===== src/sv/bfir_pkg.sv =====
// Package with widths, tap count and the fixed band-pass coefficient table.
package bfir_pkg;

   localparam int TAP_COUNT = 129;
   localparam int COEF_LEN  = 129;
   localparam int SAMPLE_W  = 16;
   localparam int COEF_W    = 13;
   localparam int PROD_W    = SAMPLE_W + COEF_W;
   localparam int ACC_W     = 36;
   localparam int SHIFT_W   = 5;
   localparam int FLAG_W    = 2;

   localparam logic [SHIFT_W-1:0] SHIFT_RESET = 5'd15;

   localparam logic signed [COEF_W-1:0] COEF_TABLE [0:COEF_LEN-1] = '{
         13'sd1,     13'sd3,     13'sd5,     13'sd8,     13'sd8,     13'sd5,
        -13'sd2,   -13'sd13,   -13'sd27,   -13'sd40,   -13'sd46,   -13'sd44,
       -13'sd32,   -13'sd12,    13'sd11,    13'sd32,    13'sd44,    13'sd44,
        13'sd32,    13'sd14,     13'sd0,    -13'sd2,    13'sd13,    13'sd49,
        13'sd97,   13'sd143,   13'sd170,   13'sd160,   13'sd104,     13'sd6,
      -13'sd118,  -13'sd244,  -13'sd340,  -13'sd381,  -13'sd352,  -13'sd258,
      -13'sd120,    13'sd24,   13'sd138,   13'sd192,   13'sd173,    13'sd97,
         13'sd0,   -13'sd67,   -13'sd56,    13'sd62,   13'sd287,   13'sd575,
       13'sd850,  13'sd1021,  13'sd1001,   13'sd737,   13'sd228,  -13'sd462,
     -13'sd1216, -13'sd1879, -13'sd2293, -13'sd2336, -13'sd1956, -13'sd1182,
      -13'sd133,  13'sd1008,  13'sd2030,  13'sd2736,  13'sd2988,  13'sd2736,
      13'sd2030,  13'sd1008,  -13'sd133, -13'sd1182, -13'sd1956, -13'sd2336,
     -13'sd2293, -13'sd1879, -13'sd1216,  -13'sd462,   13'sd228,   13'sd737,
      13'sd1001,  13'sd1021,   13'sd850,   13'sd575,   13'sd287,    13'sd62,
       -13'sd56,   -13'sd67,     13'sd0,    13'sd97,   13'sd173,   13'sd192,
       13'sd138,    13'sd24,  -13'sd120,  -13'sd258,  -13'sd352,  -13'sd381,
      -13'sd340,  -13'sd244,  -13'sd118,     13'sd6,   13'sd104,   13'sd160,
       13'sd170,   13'sd143,    13'sd97,    13'sd49,    13'sd13,    -13'sd2,
         13'sd0,    13'sd14,    13'sd32,    13'sd44,    13'sd44,    13'sd32,
        13'sd11,   -13'sd12,   -13'sd32,   -13'sd44,   -13'sd46,   -13'sd40,
       -13'sd27,   -13'sd13,    -13'sd2,     13'sd5,     13'sd8,     13'sd8,
         13'sd5,     13'sd3,     13'sd1
   };

   // Taps past the end of the table weigh zero.
   function automatic logic signed [COEF_W-1:0] coef_at(input int k);
      logic signed [COEF_W-1:0] c;
      c = '0;
      if (k < COEF_LEN) begin
         c = COEF_TABLE[k];
      end
      return c;
   endfunction

endpackage


===== src/sv/bfir_cell.sv =====
// One transposed-form filter cell: multiply by its coefficient, add the neighbor's sum.
module bfir_cell
   import bfir_pkg::*;
(
   input  logic                       clock,
   input  logic                       reset,
   input  logic                       advance,
   input  logic signed [SAMPLE_W-1:0] sample,
   input  logic signed [COEF_W-1:0]   coef,
   input  logic        [ACC_W-1:0]    sum_in,
   output logic        [ACC_W-1:0]    sum_out
);

   logic signed [PROD_W-1:0] prod;
   logic        [ACC_W-1:0]  part_ff;
   logic        [ACC_W-1:0]  part_in;

   assign prod    = sample * coef;
   // Sum wraps modulo 2^ACC_W.
   assign part_in = sum_in + {{(ACC_W-PROD_W){prod[PROD_W-1]}}, prod};

   always_ff @(posedge clock) begin
      if (reset) begin
         part_ff <= '0;
      end else if (advance) begin
         part_ff <= part_in;
      end
   end

   assign sum_out = part_ff;

endmodule

===== config.mk =====
export PLATFORM = sky130hd
export DESIGN_NAME = bfir_cell
export DESIGN_NICKNAME = d
export VERILOG_FILES = /design/src/sv/bfir_pkg.sv /design/src/sv/bfir_cell.sv
export SDC_FILE = /design/constraint.sdc
export NUM_CORES = 1
export LEC_CHECK = 0
export ABC_AREA = 1
export BUFFER_PORTS_ARGS = -buffer_cell sky130_fd_sc_hd__buf_2
export CAP_MARGIN = 20
export CORE_ASPECT_RATIO = 1.25
export CORE_MARGIN = 4
export CORE_UTILIZATION = 35
export DETAILED_ROUTE_END_ITERATION = 10
export PLACE_DENSITY = 0.64
export SLEW_MARGIN = 20
export SYNTH_ARGS = -nofsm -noshare
export SYNTH_HDL_FRONTEND = slang
export SYNTH_SLANG_ARGS = --single-unit

===== constraint.sdc =====
create_clock -name clock -period 14.9 [get_ports clock]
set_clock_uncertainty 0.15 [all_clocks]
set_input_delay 0.745 -clock clock [delete_from_list [all_inputs] [get_ports clock]]
set_output_delay 0.745 -clock clock [all_outputs]
set_load 0.05 [all_outputs]

# Yosys cells after proc, flatten, opt, wreduce, memory -nomap -nowiden
# Cells that the tools add are included.
dict set report classes {
  addsub 1
  mul 1
}
# op n
set ops {}
lappend ops {{$add 36x36->36} 1}
lappend ops {{$mul 16x13->29} 1}
dict set report word_totals {
  reg_bits 36
  input_bits 68
  output_inout_bits 36
  word_cells 3
}

# Depth between registers and ports, before layout
dict set report logic_depth {
  word_depth 2
  ltp_mapped 39
  depth_no_buf 37
}

# Worst setup path after synthesis
# No wires, ideal clock.
dict set report synth_path {
  path_type {input -> register}
  from {input port coef[4]}
  to {register part_ff[25], in the netlist sum_out[25]}
  setup_ps 109
  t_arrival_ps 6780
  required_ps 14641
  path_slack_ps 7861
  cell_stages 32
  n_path_buf 2
  path_cell_list {clkbuf_1 -> clkbuf_1 -> nand2_1 -> fa_1 -> fa_1 -> inv_1 -> fa_1 -> fa_1 -> fa_1 -> fa_1 -> ha_1 -> nand2_1 -> inv_1 -> a21oi_1 -> nand3_1 -> a21boi_2 -> o21ai_2 -> nand2_1 -> nand2_1 -> xor2_1 -> ha_1 -> a21oi_1 -> inv_1 -> a21oi_1 -> nand2_1 -> nand3b_2 -> nand2_1 -> nand2_1 -> nand2_1 -> nand3_1 -> nand2_1 -> inv_1}
}
dict set report synth_via {
  elab_chain_cells 2
}
# item line_no
set synth_lines {}
lappend synth_lines {{start, declared} bfir_cell.sv:9} ;# input logic signed [COEF_W-1:0] coef,
lappend synth_lines {{$mul 16x13->29} bfir_cell.sv:18} ;# assign prod = sample * coef;
lappend synth_lines {{$add 36x36->36} bfir_cell.sv:20} ;# assign part_in = sum_in + {{(ACC_W-PROD_W){prod[PROD_W-1]}}, prod};
lappend synth_lines {{end signal, assigned} bfir_cell.sv:26} ;# part_ff <= part_in;
lappend synth_lines {{end, declared} bfir_cell.sv:15} ;# logic [ACC_W-1:0] part_ff;
# No other way between the ends.
# A chain may end at the register's enable or synchronous reset.

# Worst setup path after layout
dict set report layout_path {
  from {input port coef[1]}
  to {register part_ff[34], in the netlist sum_out[34]}
}
# The elaborated chain is that of the path after synthesis.

==> impl_metrics.json <==
{
  "vias": 10350,
  "status": "completed",
  "antenna_found_initial": 0,
  "fin_nets": 2093,
  "synth_top_area_share_pct": 33.32,
  "multiInputGateArea_um2": 9285,
  "crit_top_cell": "fa_1",
  "syn_inst": 1659,
  "setup_viol": 0,
  "area_delta_synth_final_pct": 8.659,
  "regArea_um2": 720.7,
  "critPathSlowestCell": "fa_1",
  "critical_path_class": "in2reg",
  "diodes": 0,
  "end_kind": "register",
  "yosys.cell_types.count": 44,
  "synth-main-ff-cell": "dfxtp_1",
  "final_layout_size_suffix_gt1_share_pct": 9.477,
  "gr-total-overflow": 0,
  "yosysSeqAreaShare_pct": 6.120,
  "clk_latency_ns": 0.28,
  "worst-endpoint-required_ns": 14.93,
  "tightest_slew_ns": 0.6032,
  "synth_edf_count": 0,
  "critical_path.top_delay_family": "adder cells",
  "io_buffers": 103,
  "grt_pass1_vias": 10820,
  "finalSetupTns_ns": 0,
  "place_hpwl_um": 27960,
  "dieArea_um2": 36660,
  "synth_warnings": 0,
  "cts_setup_buffers": 0,
  "dp.cells": 2130,
  "yosys.area.top_type": "fa_1",
  "slew_headroom_pct": 59.79,
  "rsz0062_at_grt": "false",
  "via_per_inst": 4.841,
  "hold_viol": 0,
  "clk_transition_reported_paths_ns": 0.05,
  "route.detailed.drc": 0,
  "largest_reg_flops": 36,
  "cts_buffers": 5,
  "drt-total-wl_um": 32480,
  "cts_sinks": 36,
  "arrival_ns": 7.70,
  "ctsHoldBuffers": 0,
  "dr.pass1.iters": 5,
  "boundaryPins": 104,
  "clock_path_buffers": 2,
  "die_width_um": 172.1,
  "cp.buffers_inverters": 4,
  "start_util_pct": 35.73,
  "final_core_utilization_pct": 38.82,
  "cts_tree": "done",
  "clockRootBuffer": "clkbuf_16",
  "detail_route.wl_per_cell_um": 15.19,
  "ant_nets": 0,
  "cpPeakStageDelay_ns": 0.80,
  "rows": 74,
  "async_flop_share_pct": 0,
  "slew_viol_final": 0,
  "track_usage_pct": 18.40,
  "synth_fp_nets": 2033,
  "layout.cells.non_filler": 2138,
  "h-tree-depth": 2,
  "hold_class": "reg2reg",
  "gp_congestion": 0.9170,
  "cts-resized-gates": 0,
  "synthTopCellsByArea": "fa_1 33%, inv_1 13%, nand2_1 13%",
  "ys_ff_latch": 36,
  "grt_pass1_wl_um": 54480,
  "grt_max_degree": 55,
  "fmax_ghz": 0.1304,
  "min_period_ns": 7.670,
  "synth.avg_cell_area_um2": 7.098,
  "fillCellCount": 3466,
  "fp.dieH_um": 213.1,
  "cp_max_fo": 16,
  "maxCapViolCount": 0,
  "synth_area_um2": 11780,
  "fin_crit_sh_pct": 51.48,
  "coreArea_um2": 32960,
  "drt_iter0_drc": 619,
  "start_kind": "input port"
}
==> per-stage QoR <==
stage / setup WS, ns / cell area [µm²] / hold WS, ns
final: 7.230 / 12800 / 0.3228
after global routing: 6.748 / 12800 / 0.3484
after CTS: 7.274 / 12800 / 0.3285
after detailed placement: 7.003 / 12630 / 0.3126
after global placement: 7.075 / 12630 / 0.3125
after floorplan: 7.861 / 11780 / 0.5982
==> synth_stat cells, types with 4 or more instances <==
cell type and count:
a21oi_1 56, a21oi_2 5, a31oi_1 9, clkbuf_1 46, dfxtp_1 36, fa_1 196
ha_1 110, inv_1 416, inv_2 4, nand2_1 401, nand2_2 11, nand3_1 62
nand4_1 10, nor2_1 127, nor2_2 9, nor3_1 7, o211ai_1 5, o21ai_0 48
o21ai_1 9, o21ai_2 6, o21bai_1 9, xnor2_1 14, xor2_1 28
==> cells in the final DEF, fill, tap and decap left out, types with 11 or more instances in the layout <==
master,count
nand3_1,62
nand2_2,11
dfxtp_1,36
a21oi_1,56
ha_1,110
inv_1,416
buf_2,103
nand2_1,401
fa_1,196
xor2_1,28
nor2_1,127
xnor2_1,14
o21ai_0,48
==> tightest hold or removal path: stages, from the launching register on <==
cell and delay [ns]:
dfxtp_1 0.32, o211ai_1 0.08, inv_1 0.05
==> routing by layer <==
metal / vias to the layer above / global-route usage, % / routed length [µm]
li1: 5043 / - / -
met3: 39 / 1.556 / 1614
met2: 302 / 32.34 / 16060
met5: - / 0 / 0
met1: 4966 / 24.62 / 14100
met4: 0 / 4.284 / 703
==> final timing paths <==
check / startpoint / end / slack [ns] / cells after the start
worst max-delay path: coef[1] / sum_out[34] / 7.23 / 27
worst min-delay path: sum_out[30] / sum_out[30] / 0.32 / 2
worst max register to register: sum_out[10] / sum_out[10] / 14.04 / 4
worst min register to register: sum_out[30] / sum_out[30] / 0.32 / 2
==> kinds of logic (layout without fill, tap and decap cells) <==
group / after synthesis / count (layout) / share of synthesized area (%)
xor gates and xnor gates: 42 / 42 / 3.124
buffers and inverters: 471 / 532 / 15.03
adders and majority gates: 306 / 306 / 45.01
DFF: 36 / 36 / 6.120
and+or+nand+nor: 646 / 646 / 22.82
AOI/OAI and AO/OA: 158 / 158 / 7.894
==> layout make-up <==
| cell class | count | share of cell area (%) |
|---|---|---|
| Clock buffer | 5 | 0.9778 |
| Clock inverter | 3 | 0.3325 |
| Inverter | 420 | 12.32 |
| Multi-Input combinational cell | 1152 | 72.56 |
| Sequential cell | 36 | 5.632 |
| Tap cell | 418 | 4.087 |
| Timing Repair Buffer | 104 | 4.087 |
Power is left out: the tool's default activity adds up to more than one toggle a clock period on the data nets, which glitch-free logic cannot reach.
